===== src/rtl/b64d_pkg.sv =====
`default_nettype none

package b64d_pkg;

  localparam int unsigned QUEUE_DEPTH = 4;

  localparam logic [7:0] PAD_CHAR   = 8'h3D;
  localparam logic [5:0] SEXTET_62  = 6'd62;
  localparam logic [5:0] SEXTET_63  = 6'd63;
  localparam logic [7:0] BYTE_MASK  = 8'hFF;

  localparam logic [1:0] STAT_OK      = 2'd0;
  localparam logic [1:0] STAT_INVALID = 2'd1;
  localparam logic [1:0] STAT_EMPTY   = 2'd2;

  // one unit of work for the back end: up to three bytes, then an optional status
  typedef struct packed {
    logic [1:0]  nbytes;
    logic [23:0] word;
    logic        has_status;
    logic [1:0]  status;
  } b64d_job_t;

  // {in_alphabet, value}
  function automatic logic [6:0] sextet_of(input logic [7:0] c);
    logic [7:0] v;
    v = 8'd0;
    if (c >= 8'h41 && c <= 8'h5A) begin
      v = c - 8'h41;
      return {1'b1, v[5:0]};
    end else if (c >= 8'h61 && c <= 8'h7A) begin
      v = c - 8'h61 + 8'd26;
      return {1'b1, v[5:0]};
    end else if (c >= 8'h30 && c <= 8'h39) begin
      v = c - 8'h30 + 8'd52;
      return {1'b1, v[5:0]};
    end else if (c == 8'h2B) begin
      return {1'b1, SEXTET_62};
    end else if (c == 8'h2F) begin
      return {1'b1, SEXTET_63};
    end
    return 7'd0;
  endfunction

endpackage

`default_nettype wire


===== src/rtl/b64d_front.sv =====
`default_nettype none

module b64d_front
  import b64d_pkg::*;
(
  input  wire logic        clk,
  input  wire logic        rst_n,
  input  wire logic        in_valid,
  output logic             in_ready,
  input  wire logic [7:0]  in_symbol,
  input  wire logic        in_terminator,
  input  wire logic        q_full,
  output logic             q_push,
  output b64d_job_t        q_job
);

  logic [23:0] acc_r, acc_nxt;
  logic [1:0]  cnt_r, cnt_nxt;
  logic        any_r, any_nxt;
  logic        disc_r, disc_nxt;
  logic        accept;
  logic [6:0]  lookup;

  assign in_ready = !q_full;
  assign accept   = in_valid && in_ready;
  assign lookup   = sextet_of(in_symbol);

  always_comb begin
    acc_nxt  = acc_r;
    cnt_nxt  = cnt_r;
    any_nxt  = any_r;
    disc_nxt = disc_r;
    q_push   = 1'b0;
    q_job    = '0;
    if (accept) begin
      if (in_terminator) begin
        if (!disc_r) begin
          q_push           = 1'b1;
          q_job.has_status = 1'b1;
          case (cnt_r)
            2'd2: begin
              q_job.nbytes = 2'd1;
              q_job.word   = {acc_r[11:4], 16'h0000};
            end
            2'd3: begin
              q_job.nbytes = 2'd2;
              q_job.word   = {acc_r[17:10], acc_r[9:2], 8'h00};
            end
            default: begin
              q_job.nbytes = 2'd0;
            end
          endcase
          q_job.status = (any_r || cnt_r[1]) ? STAT_OK : STAT_EMPTY;
        end
        acc_nxt  = '0;
        cnt_nxt  = '0;
        any_nxt  = 1'b0;
        disc_nxt = 1'b0;
      end else if (!disc_r && in_symbol != PAD_CHAR) begin
        if (!lookup[6]) begin
          disc_nxt         = 1'b1;
          q_push           = 1'b1;
          q_job.has_status = 1'b1;
          q_job.status     = STAT_INVALID;
        end else begin
          acc_nxt = {acc_r[17:0], lookup[5:0]};
          cnt_nxt = cnt_r + 2'd1;
          if (cnt_r == 2'd3) begin
            any_nxt      = 1'b1;
            q_push       = 1'b1;
            q_job.nbytes = 2'd3;
            q_job.word   = {acc_r[17:0], lookup[5:0]};
          end
        end
      end
    end
  end

  always_ff @(posedge clk) begin
    if (!rst_n) begin
      acc_r  <= '0;
      cnt_r  <= '0;
      any_r  <= 1'b0;
      disc_r <= 1'b0;
    end else begin
      acc_r  <= acc_nxt;
      cnt_r  <= cnt_nxt;
      any_r  <= any_nxt;
      disc_r <= disc_nxt;
    end
  end

endmodule

`default_nettype wire


===== src/rtl/b64d_queue.sv =====
`default_nettype none

module b64d_queue
  import b64d_pkg::*;
#(
  parameter int unsigned Depth = QUEUE_DEPTH
)(
  input  wire logic      clk,
  input  wire logic      rst_n,
  input  wire logic      push,
  input  wire b64d_job_t push_job,
  output logic           full,
  input  wire logic      pop,
  output logic           not_empty,
  output b64d_job_t      head_job
);

  localparam int unsigned PtrW = (Depth > 1) ? $clog2(Depth) : 1;
  localparam int unsigned CntW = $clog2(Depth + 1);

  b64d_job_t       store_r [Depth];
  logic [PtrW-1:0] wr_ptr_r, wr_ptr_nxt;
  logic [PtrW-1:0] rd_ptr_r, rd_ptr_nxt;
  logic [CntW-1:0] cnt_r, cnt_nxt;
  logic            do_push, do_pop;

  assign full      = (cnt_r == CntW'(Depth));
  assign not_empty = (cnt_r != '0);
  assign head_job  = store_r[rd_ptr_r];
  assign do_push   = push && !full;
  assign do_pop    = pop && not_empty;

  always_comb begin
    wr_ptr_nxt = wr_ptr_r;
    rd_ptr_nxt = rd_ptr_r;
    cnt_nxt    = cnt_r;
    if (do_push) begin
      wr_ptr_nxt = (wr_ptr_r == PtrW'(Depth - 1)) ? '0 : wr_ptr_r + PtrW'(1);
    end
    if (do_pop) begin
      rd_ptr_nxt = (rd_ptr_r == PtrW'(Depth - 1)) ? '0 : rd_ptr_r + PtrW'(1);
    end
    if (do_push && !do_pop) begin
      cnt_nxt = cnt_r + CntW'(1);
    end else if (do_pop && !do_push) begin
      cnt_nxt = cnt_r - CntW'(1);
    end
  end

  always_ff @(posedge clk) begin
    if (do_push) begin
      store_r[wr_ptr_r] <= push_job;
    end
  end

  always_ff @(posedge clk) begin
    if (!rst_n) begin
      wr_ptr_r <= '0;
      rd_ptr_r <= '0;
      cnt_r    <= '0;
    end else begin
      wr_ptr_r <= wr_ptr_nxt;
      rd_ptr_r <= rd_ptr_nxt;
      cnt_r    <= cnt_nxt;
    end
  end

endmodule

`default_nettype wire


===== src/rtl/b64d_back.sv =====
`default_nettype none

module b64d_back
  import b64d_pkg::*;
(
  input  wire logic       clk,
  input  wire logic       rst_n,
  input  wire logic       q_not_empty,
  input  wire b64d_job_t  q_head,
  output logic            q_pop,
  output logic            out_valid,
  input  wire logic       out_ready,
  output logic [7:0]      out_data_byte,
  output logic            out_byte_valid,
  output logic [1:0]      out_status,
  output logic            out_last
);

  b64d_job_t  cur_r;
  logic       cur_valid_r;
  logic [1:0] pos_r;
  logic       out_valid_r;
  logic [7:0] data_r;
  logic       bv_r;
  logic [1:0] status_r;
  logic       last_r;

  logic       out_load;
  logic       is_byte;
  logic       final_piece;
  logic [7:0] byte_sel;

  assign is_byte     = (pos_r < cur_r.nbytes);
  assign final_piece = cur_r.has_status ? !is_byte : (pos_r == cur_r.nbytes - 2'd1);
  assign out_load    = cur_valid_r && (!out_valid_r || out_ready);
  assign q_pop       = q_not_empty && (!cur_valid_r || (out_load && final_piece));

  always_comb begin
    case (pos_r)
      2'd0:    byte_sel = cur_r.word[23:16];
      2'd1:    byte_sel = cur_r.word[15:8];
      default: byte_sel = cur_r.word[7:0];
    endcase
  end

  always_ff @(posedge clk) begin
    if (!rst_n) begin
      cur_valid_r <= 1'b0;
      pos_r       <= '0;
      out_valid_r <= 1'b0;
    end else begin
      if (q_pop) begin
        cur_r       <= q_head;
        cur_valid_r <= 1'b1;
        pos_r       <= '0;
      end else if (out_load) begin
        if (final_piece) begin
          cur_valid_r <= 1'b0;
          pos_r       <= '0;
        end else begin
          pos_r <= pos_r + 2'd1;
        end
      end
      if (out_load) begin
        out_valid_r <= 1'b1;
      end else if (out_ready) begin
        out_valid_r <= 1'b0;
      end
    end
  end

  // payload: no reset
  always_ff @(posedge clk) begin
    if (out_load) begin
      data_r   <= is_byte ? (byte_sel & BYTE_MASK) : 8'h00;
      bv_r     <= is_byte;
      status_r <= is_byte ? STAT_OK : cur_r.status;
      last_r   <= !is_byte;
    end
  end

  assign out_valid      = out_valid_r;
  assign out_data_byte  = data_r;
  assign out_byte_valid = bv_r;
  assign out_status     = status_r;
  assign out_last       = last_r;

endmodule

`default_nettype wire


===== src/rtl/base64_stream_decoder.sv =====
`default_nettype none

// Base64 (standard alphabet) stream decoder. One character per input
// transaction, or a terminator. Each group of four characters gives three
// byte results, most significant first; '=' is skipped anywhere. At the
// terminator a two- or three-character tail gives one or two bytes, then a
// status result with last set closes the string: ok, or empty when no byte
// came out. A character outside the alphabet gives an invalid status with
// last set at once, and everything up to the next terminator is dropped
// (that terminator gives nothing). The front end takes one input
// transaction per clock while the job queue (QueueDepth entries) has room;
// the back end sends one result per clock while the receiver takes results, so
// the sustained input rate follows the output rate. The first result of an
// item reaches the output at the earliest through the queue write, then the
// job load, then the output register, and later while the back end is still
// busy with earlier jobs.
module base64_stream_decoder
  import b64d_pkg::*;
#(
  parameter int unsigned QueueDepth = QUEUE_DEPTH
)(
  input  wire logic       clk,
  input  wire logic       rst_n,
  input  wire logic       in_valid,
  output logic            in_ready,
  input  wire logic [7:0] in_symbol,
  input  wire logic       in_terminator,
  output logic            out_valid,
  input  wire logic       out_ready,
  output logic [7:0]      out_data_byte,
  output logic            out_byte_valid,
  output logic [1:0]      out_status,
  output logic            out_last
);

  logic      q_full;
  logic      q_push;
  logic      q_pop;
  logic      q_not_empty;
  b64d_job_t q_job;
  b64d_job_t q_head;

  b64d_front u_front (
    .clk           (clk),
    .rst_n         (rst_n),
    .in_valid      (in_valid),
    .in_ready      (in_ready),
    .in_symbol     (in_symbol),
    .in_terminator (in_terminator),
    .q_full        (q_full),
    .q_push        (q_push),
    .q_job         (q_job)
  );

  b64d_queue #(
    .Depth (QueueDepth)
  ) u_queue (
    .clk       (clk),
    .rst_n     (rst_n),
    .push      (q_push),
    .push_job  (q_job),
    .full      (q_full),
    .pop       (q_pop),
    .not_empty (q_not_empty),
    .head_job  (q_head)
  );

  b64d_back u_back (
    .clk            (clk),
    .rst_n          (rst_n),
    .q_not_empty    (q_not_empty),
    .q_head         (q_head),
    .q_pop          (q_pop),
    .out_valid      (out_valid),
    .out_ready      (out_ready),
    .out_data_byte  (out_data_byte),
    .out_byte_valid (out_byte_valid),
    .out_status     (out_status),
    .out_last       (out_last)
  );

  // front never writes a job into a full queue
  a_no_push_full: assert property (@(posedge clk) disable iff (!rst_n)
    !(q_push && q_full))
    else $error("job pushed into full queue");

  a_byte_not_last: assert property (@(posedge clk) disable iff (!rst_n)
    out_valid && out_byte_valid |-> !out_last && out_status == STAT_OK)
    else $error("byte result carries status or last");

  a_status_closes: assert property (@(posedge clk) disable iff (!rst_n)
    out_valid && !out_byte_valid |-> out_last && out_status != 2'd3)
    else $error("status result malformed");

endmodule

`default_nettype wire


===== config.mk =====
export PLATFORM = sky130hd
export DESIGN_NAME = base64_stream_decoder
export DESIGN_NICKNAME = d
export VERILOG_FILES = /design/src/rtl/b64d_pkg.sv /design/src/rtl/b64d_front.sv /design/src/rtl/b64d_queue.sv /design/src/rtl/b64d_back.sv /design/src/rtl/base64_stream_decoder.sv
export SDC_FILE = /design/constraint.sdc
export NUM_CORES = 1
export LEC_CHECK = 0
export ABC_AREA = 0
export BUFFER_PORTS_ARGS = -buffer_cell sky130_fd_sc_hd__buf_2
export CORE_MARGIN = 4
export CORE_UTILIZATION = 50
export CTS_CLUSTER_DIAMETER = 30
export DETAILED_ROUTE_END_ITERATION = 10
export HOLD_SLACK_MARGIN = 0.15
export PLACE_DENSITY = 0.66
export SETUP_SLACK_MARGIN = 0.1
export SLEW_MARGIN = 5
export SYNTH_ARGS = -nofsm -noshare
export SYNTH_HDL_FRONTEND = slang
export SYNTH_SLANG_ARGS = --single-unit

===== constraint.sdc =====
create_clock -name clk -period 4 [get_ports clk]
set_clock_uncertainty 0.2 [all_clocks]
set_input_delay 0.8 -clock clk [delete_from_list [all_inputs] [get_ports clk]]
set_output_delay 0.8 -clock clk [all_outputs]
set_load 0.01 [all_outputs]

# Word level (Yosys, flattened, before mapping)
# Memory sizes are Yosys's and may differ from the RTL's. A register that Yosys moved wholly into a read port is not among the register bits.
# Index checks and enable logic that the tools add are counted.
# Widths: inputs -> output; s select.
# totals
output_inout_bits	14
ff_bits	45
elab_cells	137
mem_bits_rw	116
in_bits	13
n_memories	1
# mem_list
name	depth	width	read_ports	rd_ports_with_merged_regs	wr	line	text
u_queue.store_r	4	29	1	1	1	b64d_queue.sv:21	b64d_job_t store_r [Depth];
# classes
muxes	54
bitwise	1
n_eq_ne	11
magnitude_cmp	7
reduce_logical	37
n_addsub	12
# ops
operator	count
$mux 29	4
$mux 18	3
$mux 26	2
$pmux 24 s2	1
$mux 7	6
$mux 1	26
$eq 8x6->1 const B	2
$ge 8x7->1 const B	2
$le 8x7->1 const B	2
$pmux 8 s2	1
$mux 2	7
$reduce_bool 2->1	7
$logic_and 1x1->1	12
$sub 6x6->6 const B	2
$mux 3	3
$add 2x1->2 const B	4
$eq 2x2->1 const B	4
$ge 8x6->1 const B	1
$le 8x6->1 const B	1
$ne 8x6->1 const B	1
$logic_not 1->1	7
$add 6x5->6 const B	1
$add 6x6->6 const B	1
$reduce_and 3->1	2
17 further kinds	20

# Logic depth before layout (Yosys ltp)
# Gate-level depths: netlist of the first run.
# depth
word_depth	16
depth_mapped	13
mapped_depth_nobuf	13

# Cells and area by module
# From an unflattened synthesis of the first run, not the netlist that was laid out.
# hier_totals
cells_unflattened	506
hier_area_um2	7943.9
# by_module_without_submodules
mod	area_per_inst_um2	n_inst	cells_each	seq_area_each_um2
b64d_queue	4669.5	1	202	3663.5
b64d_back	1689.1	1	105	1311.3
b64d_front	1585.3	1	199	440.4

# Worst setup path after synthesis of the first run
# Ideal clock, no wire load.
# synth_timing
path_type	in2reg
from	in in_symbol[2]
to	reg u_queue.cnt_r[2]
setup_time_ps	71
n_path_buf	0
required_ps	3729
path_slack_ps	497
arrival_ps	3233
stages	13
cell_sequence	inv_1 -> ha_1 -> nor2b_1 -> o21ai_1 -> a31oi_2 -> a211oi_1 -> nor2_1 -> ha_1 -> inv_1 -> fa_1 -> xor2_1 -> or3_1 -> a21oi_1
# synth_between
elab_chain_len	15
elab_cells_between_ends	33
cone_classes	order compare: 6; eq/ne: 3; mux: 15; reduce/logical: 9
# synth_rtl
item	line	text
from (decl)	base64_stream_decoder.sv:26	input wire logic [7:0] in_symbol,
branches (longest 8 deep; another with $ge 8x6->1)	-	
$mux 1 (*)	b64d_front.sv:59	end else if (!disc_r && in_symbol != PAD_CHAR) begin
$mux 1 (*)	b64d_front.sv:36	if (in_terminator) begin
$mux 1 (*)	b64d_front.sv:35	if (accept) begin
$logic_and 1x1->1 (*)	b64d_queue.sv:30	assign do_push = push && !full;
via u_queue.do_push	b64d_queue.sv:25	logic do_push, do_pop;
$logic_not 1->1	b64d_queue.sv:45	end else if (do_pop && !do_push) begin
$logic_and 1x1->1	b64d_queue.sv:45	
$reduce_bool 2->1 (no source line)	-	
to (signal assigned)	b64d_queue.sv:64	cnt_r <= cnt_nxt;
to (decl)	b64d_queue.sv:24	logic [CntW-1:0] cnt_r, cnt_nxt;
# Mark *: on every way through the listed nets, which the timed path passes.
# A chain may end at the register's enable or synchronous reset.

# Worst setup path after layout of the first run
# layout_timing
from	reg u_back.cur_r[28] (netlist bit)
to	reg u_queue.cnt_r[2]
# layout_between
elab_chain_len	10
elab_cells_between_ends	14
cone_classes	add/sub: 1; order compare: 1; eq/ne: 1; mux: 2; reduce/logical: 9
# layout_rtl
item	line	text
from (decl)	b64d_back.sv:19	b64d_job_t cur_r;
from (signal assigned)	b64d_back.sv:53	cur_r <= q_head;
$sub 2x1->2 or $lt 2x2->1 (tied branches)	b64d_back.sv:34, b64d_back.sv:33	
$eq 2x2->1 or $logic_not 1->1 (tied branches)	b64d_back.sv:34	assign final_piece = cur_r.has_status ? !is_byte : (pos_r == cur_r.nbytes - 2'd1);
$mux 1 (*)	b64d_back.sv:34	
$logic_and 1x1->1 (*)	b64d_back.sv:36	assign q_pop = q_not_empty && (!cur_valid_r || (out_load && final_piece));
$logic_or 1x1->1 (*)	b64d_back.sv:36	
$logic_and 1x1->1 (*)	b64d_back.sv:36	
$logic_and 1x1->1 (*)	b64d_queue.sv:31	assign do_pop = pop && not_empty;
$logic_not 1->1	b64d_queue.sv:43	if (do_push && !do_pop) begin
$logic_and 1x1->1	b64d_queue.sv:43	
$mux 3 or $reduce_bool 2->1 (tied branches)	-	
# Mark *: on every way between the ends. The rest lies on a longest branch, timed or not.

==> results.json, run 1 <==
{
  "vias": 4467,
  "die_w_um": 134,
  "via_per_inst": 5.69,
  "synth_most_common_cell": "edfxtp_1",
  "numPortBuffers": 26,
  "synth_area_leaders": "edfxtp_1 59%, dfxtp_1 8.3%, mux4_2 8.2%",
  "die_h_um": 134,
  "cts_tree": "built",
  "routed_wl_um": 15200,
  "dr.pass1.iters": 5,
  "cts_sinks": 190,
  "synth_top_flop_cell": "edfxtp_1",
  "final.setup.tns_ns": 0,
  "ys_ff_latch": 190,
  "syn-instance-count": 524,
  "drt.antenna.violating_nets": 0,
  "layout-drive-gt1-share_pct": 18.6,
  "syn2layout_area_growth_pct": 12.2,
  "final_util_pct": 58.0,
  "cts_max_path_buffers": 2,
  "die-area_mm2": 0.0180,
  "min_period_ns": 3.40,
  "max-vdd-ir-drop_mv": 0.327,
  "core_area_mm2": 0.0154,
  "initial_core_util_pct": 51.7,
  "diodes": 0,
  "path_max_fanout": 13,
  "pin_count": 27,
  "root_buffer": "clkbuf_16",
  "cp.required_ns": 4.15,
  "grt_use_total_pct": 18.1,
  "min_path_type": "reg2reg",
  "start_kind": "flip-flop",
  "outcome": "complete, no violations",
  "fin_nets": 596,
  "synth_top_area_share_pct": 59.3,
  "setup_viol": 0,
  "postCtsHoldBufs": 0,
  "synth_edf_count": 157,
  "numCtsBuffers": 17,
  "yosysWarnings": 0,
  "gp_congestion": 0.803,
  "worst_pin_slew_ns": 0.859,
  "synthArstFlopShare_pct": 0,
  "yosys.area.top_type": "edfxtp_1",
  "stdcell_area_mm2": 0.00891,
  "placementRows": 45,
  "syn-cell-area_mm2": 0.00795,
  "pwr_density_cell_mw_per_mm2": 574,
  "worstSkewPairLatency_ns": 0.43,
  "htreeDepth": 4,
  "critPathArrivalTime_ns": 3.56,
  "critical_path_class": "reg2reg",
  "synth_nets": 559,
  "hpwl_um": 9700,
  "maxCapViolCount": 0,
  "slew_viol_final": 0,
  "remaining_drc_errors": 0,
  "finalHoldViolCount": 0,
  "grt_pass1_vias": 4595,
  "ys_types": 56,
  "p_total_mw": 5.12,
  "r2r_slack_ns": 0.60,
  "synth_common_cells": "157 x edfxtp_1, 34 x nand2_1, 33 x dfxtp_1",
  "post_cts_resized": 0,
  "grt_first_pass_wirelength_um": 24800,
  "cts_setup_buffers": 0,
  "drt_iter0_markers": 306,
  "synth.avg_cell_area_um2": 15.2,
  "worstSetupEndpointType": "flip-flop",
  "p_leak_nw": 3.24,
  "grt_max_degree": 34,
  "fmax_mhz": 294,
  "yosysSeqAreaShare_pct": 67.7,
  "drt-wirelength-per-cell_um": 19.3,
  "antenna_found_initial": 1,
  "placed_area_mm2": 0.00840,
  "slew_headroom_pct": 42.8,
  "clkTransAtPathRegs_ns": 0.06,
  "final.period_utilization_pct": 85.1,
  "gr-total-overflow": 0,
  "grt_setup_unrepaired": "no"
}
## critical path, stage by stage (launching register included)
cell      delay (ns)
edfxtp_1        0.43
inv_1           0.08
ha_1            0.22
a21o_1          0.33
a21oi_1         0.39
o21ai_0         0.18
o31ai_1         0.14
ha_1            0.24
inv_1           0.07
fa_1            0.43
xor2_1          0.18
or3_1           0.31
a21oi_1         0.14
## sequential cells by signal, indices dropped and copies added, names as in the netlist
name,flops
u_back.cur_r,29
u_back.cur_valid_r,1
u_back.out_byte_valid,1
u_back.out_data_byte,8
u_back.out_last,1
u_back.out_status,2
u_back.out_valid,1
u_back.pos_r,2
u_front.acc_r,18
u_front.any_r,1
u_front.cnt_r,2
u_front.disc_r,1
u_queue.cnt_r,3
u_queue.rd_ptr_r,2
u_queue.store_r,116
u_queue.wr_ptr_r,2
## routing by layer
| metal | vias to the layer above | track usage [%] | share of wire, % |
|---|---|---|---|
| li1 | 2102 | - | - |
| met1 | 2224 | 23.5 | 43 |
| met2 | 112 | 30.4 | 51 |
| met3 | 27 | 3.49 | 4.1 |
| met4 | 2 | 7.18 | 2.1 |
| met5 | - | 0 | 0.046 |
## per-stage QoR
| step | std cells | worst slack [ns] | hold slack (ns) |
|---|---|---|---|
| after floorplan | 524 | 0.497 | 0.224 |
| after global placement | 753 | 0.302 | 0.236 |
| after detailed placement | 753 | 0.241 | 0.240 |
| after CTS | 785 | 0.551 | 0.250 |
| after global routing | 785 | 0.327 | 0.285 |
| final | 785 | 0.597 | 0.249 |
## kinds of logic (layout without fill, tap and decap cells)
kind of cell               count (synthesis)  in the layout  synth area share (%)
DFF                                      190            190                  67.7
and+or+nand+nor                          137            137                  8.99
AOI/OAI and AO/OA                         85             85                  7.45
buffers and inverters                     48             98                  2.43
muxes                                     34             34                  8.87
adders and majority gates                 22             22                  3.56
xor gates and xnor gates                   8              8                  1.06
## cell usage in the layout, fill, tap and decap left out, drive strengths merged, types with 4 or more instances in the layout
| cell type | count |
|---|---|
| a21oi | 17 |
| a22oi | 16 |
| and2 | 7 |
| and3 | 15 |
| buf | 40 |
| clkbuf | 24 |
| clkinv | 8 |
| dfxtp | 33 |
| edfxtp | 157 |
| ha | 21 |
| inv | 25 |
| mux2i | 4 |
| mux4 | 29 |
| nand2 | 34 |
| nand3 | 13 |
| nand4 | 18 |
| nor2 | 29 |
| nor2b | 6 |
| nor3 | 4 |
| o21ai | 26 |
| o2bb2ai | 4 |
| xnor2 | 5 |
## final cells by class
class / count / area [µm²]
Fill cell: 1190 / 6460
Tap cell: 211 / 264
Sequential cell: 190 / 5380
Clock buffer: 24 / 462
Inverter: 26 / 97.6
Timing Repair Buffer: 40 / 285
Clock inverter: 8 / 45.0
Multi-Input combinational cell: 286 / 2380
## power by group
group	switching (mW)	internal (mW)
Sequential	0.178	2.48
Clock	0.661	0.804
Combinational	0.536	0.460
Total	1.38	3.74
## path summary, 6_finish.rpt
| check | from | end | cells past startpoint |
|---|---|---|---|
| setup / recovery | u_back.cur_r[28] | u_queue.cnt_r[2] | 12 |
| hold / removal | u_front.acc_r[17] | u_front.acc_r[17] | 2 |
| setup reg to reg | u_back.cur_r[28] | u_queue.cnt_r[2] | 12 |
| hold reg to reg | u_front.acc_r[17] | u_front.acc_r[17] | 2 |
No activity file was read; power rests on OpenSTA's default activity.
==> run 2: changes to the inputs <==
--- a/config.mk
+++ b/config.mk
@@ -17,4 +17,5 @@
 export SLEW_MARGIN = 5
 export SYNTH_ARGS = -nofsm -noshare
 export SYNTH_HDL_FRONTEND = slang
+export SYNTH_HIERARCHICAL = 1
 export SYNTH_SLANG_ARGS = --single-unit
==> run 2 against run 1 <==
Global-route usage fell by 0.75 points. Non-clock buffer count increased by 4. Routed wire length down 1.8%. First-iteration DRC count down 13%. Synthesized area about the same. Synthesized cell count shrank 3.4%. Critical endpoint is now u_queue/cnt_r[2].
==> results.json, run 2 <==
{
  "max-vdd-ir-drop_mv": 0.354,
  "largest_reg_flops": 116,
  "grt_pass1_vias": 4397,
  "power.net_switching_mw": 1.58,
  "finalHoldViolCount": 0,
  "p_int_mw": 4.09,
  "nFillCells": 1148,
  "setup_slack_ns": 0.399,
  "reg_top3": "u_queue/store_r (116), u_back/cur_r (29), u_front/acc_r (18)",
  "reg2reg_depth": 12,
  "root_buffer": "clkbuf_16",
  "maxCapViolCount": 0,
  "synthArstFlopShare_pct": 0,
  "yosys.area.top_type": "edfxtp_1",
  "stdcell_area_mm2": 0.00900,
  "cp.required_ns": 4.16,
  "p_comb_share_pct": 21.7,
  "antenna_found_initial": 0,
  "cts_max_path_buffers": 2,
  "setup_viol": 0,
  "critPathArrivalTime_ns": 3.76,
  "critical_path_class": "in2reg",
  "synth_most_common_cell": "edfxtp_1",
  "ys_ff_latch": 192,
  "via_per_inst": 5.68,
  "drt-wirelength-per-cell_um": 19.2,
  "fin_nets": 586,
  "cts_tree": "built",
  "ys_types": 59,
  "grt_setup_unrepaired": "no",
  "synth_nets": 542,
  "pwr_density_cell_mw_per_mm2": 629,
  "cts_setup_buffers": 0,
  "switching_share_pct": 27.8,
  "gr-total-overflow": 0,
  "synth_edf_count": 157,
  "synth_common_cells": "157 x edfxtp_1, 44 x nand2_1, 35 x dfxtp_1",
  "layout-drive-gt1-share_pct": 20.4,
  "syn2layout_area_growth_pct": 13.3,
  "synth_top_area_share_pct": 59.3,
  "worstSetupEndpointType": "flip-flop",
  "start_kind": "input pin",
  "synth.avg_cell_area_um2": 15.7,
  "grt_max_degree": 30,
  "core_area_mm2": 0.0154,
  "post_cts_resized": 0,
  "p_leak_nw": 3.13,
  "clkTransAtPathRegs_ns": 0.07,
  "min_path_type": "reg2reg",
  "numPortBuffers": 26,
  "postCtsHoldBufs": 0,
  "outcome": "complete, no violations",
  "die_h_um": 134,
  "htreeDepth": 4,
  "grt_first_pass_wirelength_um": 23600,
  "worstHoldPathCells": 1,
  "drt_iter0_markers": 265,
  "remaining_drc_errors": 0,
  "min_period_ns": 3.60,
  "final.period_utilization_pct": 90.0,
  "die_w_um": 134,
  "gp_congestion": 0.849,
  "synth_area_leaders": "edfxtp_1 59%, dfxtp_1 8.8%, mux4_2 7.9%",
  "worst_pin_slew_ns": 0.791,
  "final_common_cell": "edfxtp_1",
  "path_max_fanout": 5,
  "slew_headroom_pct": 47.3,
  "routed_wl_um": 14900,
  "drt.antenna.violating_nets": 0,
  "placed_area_mm2": 0.00841,
  "slew_viol_final": 0,
  "seqPwrFrac_pct": 49.1,
  "yosysSeqAreaShare_pct": 68.2,
  "syn-instance-count": 506,
  "cts_sinks": 192,
  "die-area_mm2": 0.0180,
  "vias": 4400,
  "fmax_mhz": 278,
  "final.setup.tns_ns": 0,
  "dpl_worst_slack_ns": -0.0715,
  "layout_common_cells": "157 x edfxtp_1, 44 x nand2_1, 33 x dfxtp_1, 28 x mux4_2, 26 x buf_2",
  "placementRows": 45,
  "max_flop_register": "u_queue/store_r",
  "numCtsBuffers": 17,
  "grt_use_total_pct": 17.4,
  "syn-cell-area_mm2": 0.00794,
  "pin_count": 27,
  "initial_core_util_pct": 51.7,
  "dr.pass1.iters": 5,
  "hpwl_um": 10100,
  "synth_top_flop_cell": "edfxtp_1",
  "yosysWarnings": 6,
  "diodes": 0,
  "pwr-share-clk_pct": 29.2,
  "worstSkewPairLatency_ns": 0.43
}
run 2: cell types whose count changed after synthesis, sizes merged, moves of 5 or more:
cell	delta
nand2	+10
a22o	+14
clkbuf	-7
a22oi	-7
and3	-12
nor2	-9
nand3	-6
nor3b	+9
inv	-5
o21ai	-8
nand4	-14
run 2: final timing paths:
check / from / end / slack (ns)
worst min register to register: u_front/acc_r[17] / u_front/acc_r[17] / 0.28
worst max register to register: u_back/cur_r[28] / u_queue/cnt_r[2] / 0.54
worst min-delay path: u_front/acc_r[17] / u_front/acc_r[17] / 0.28
worst max-delay path: in_symbol[1] / u_queue/cnt_r[2] / 0.40
run 2: cell type report:
cell class              instances  area [µm²]  area share [%]
inverters                      20        75.1           0.834
repair buffers                 44         315            3.50
well taps                     211         264            2.93
multi-input cells             275        2340            26.0
flip-flops and latches        192        5420            60.2
clock inverters                15         160            1.78
clock buffers                  17         425            4.73
run 2: cell families after synthesis:
logic type      count (synthesis)  synth area share [%]
compound gates                 89                  8.17
xor+xnor                        9                 0.992
fa+ha+maj                      23                  3.72
buf+inv                        39                  2.47
flops                         192                  68.2
mux                            33                  8.79
simple gates                  121                  7.69
run 2: layer usage:
metal	wire length [µm]	share of wire [%]	up-vias	global-route usage, %
met4	291	2.0	0	6.33
met1	6560	44	2215	23.0
met3	656	4.4	24	4.09
met2	7380	50	114	28.4
met5	0	0	-	0
li1	-	-	2047	-
run 2: critical path, cell delays in order:
cell,delay [ns]
buf_2,0.10
inv_1,0.09
ha_1,0.24
nand2b_1,0.07
a211o_1,0.34
and2_4,0.18
a211oi_2,0.21
o21ai_0,0.11
a21oi_1,0.14
nor2b_1,0.19
ha_1,0.21
inv_1,0.07
fa_1,0.38
xor2_1,0.16
or3_1,0.30
a21boi_0,0.16
run 2: power by group through the flow:
stage          Combinational, mW  Clock (mW)  Sequential (mW)
2_1_floorplan              0.901           0             2.77
3_3_place_gp                1.22           0             2.81
3_5_place_dp                1.25           0             2.83
4_1_cts                     1.26        1.68             2.79
5_1_grt                     1.35        1.77             2.82
6_report                    1.23        1.65             2.78
run 2: through the flow:
stage / hold slack (ns) / total power, mW / cells / utilization [%]
final: 0.278 / 5.67 / 774 / 58.6
after global routing: 0.294 / 5.93 / 774 / 58.6
after CTS: 0.279 / 5.73 / 774 / 58.5
after detailed placement: 0.257 / 4.08 / 742 / 54.7
after global placement: 0.255 / 4.03 / 742 / 54.7
after floorplan: 0.237 / 3.68 / 506 / -
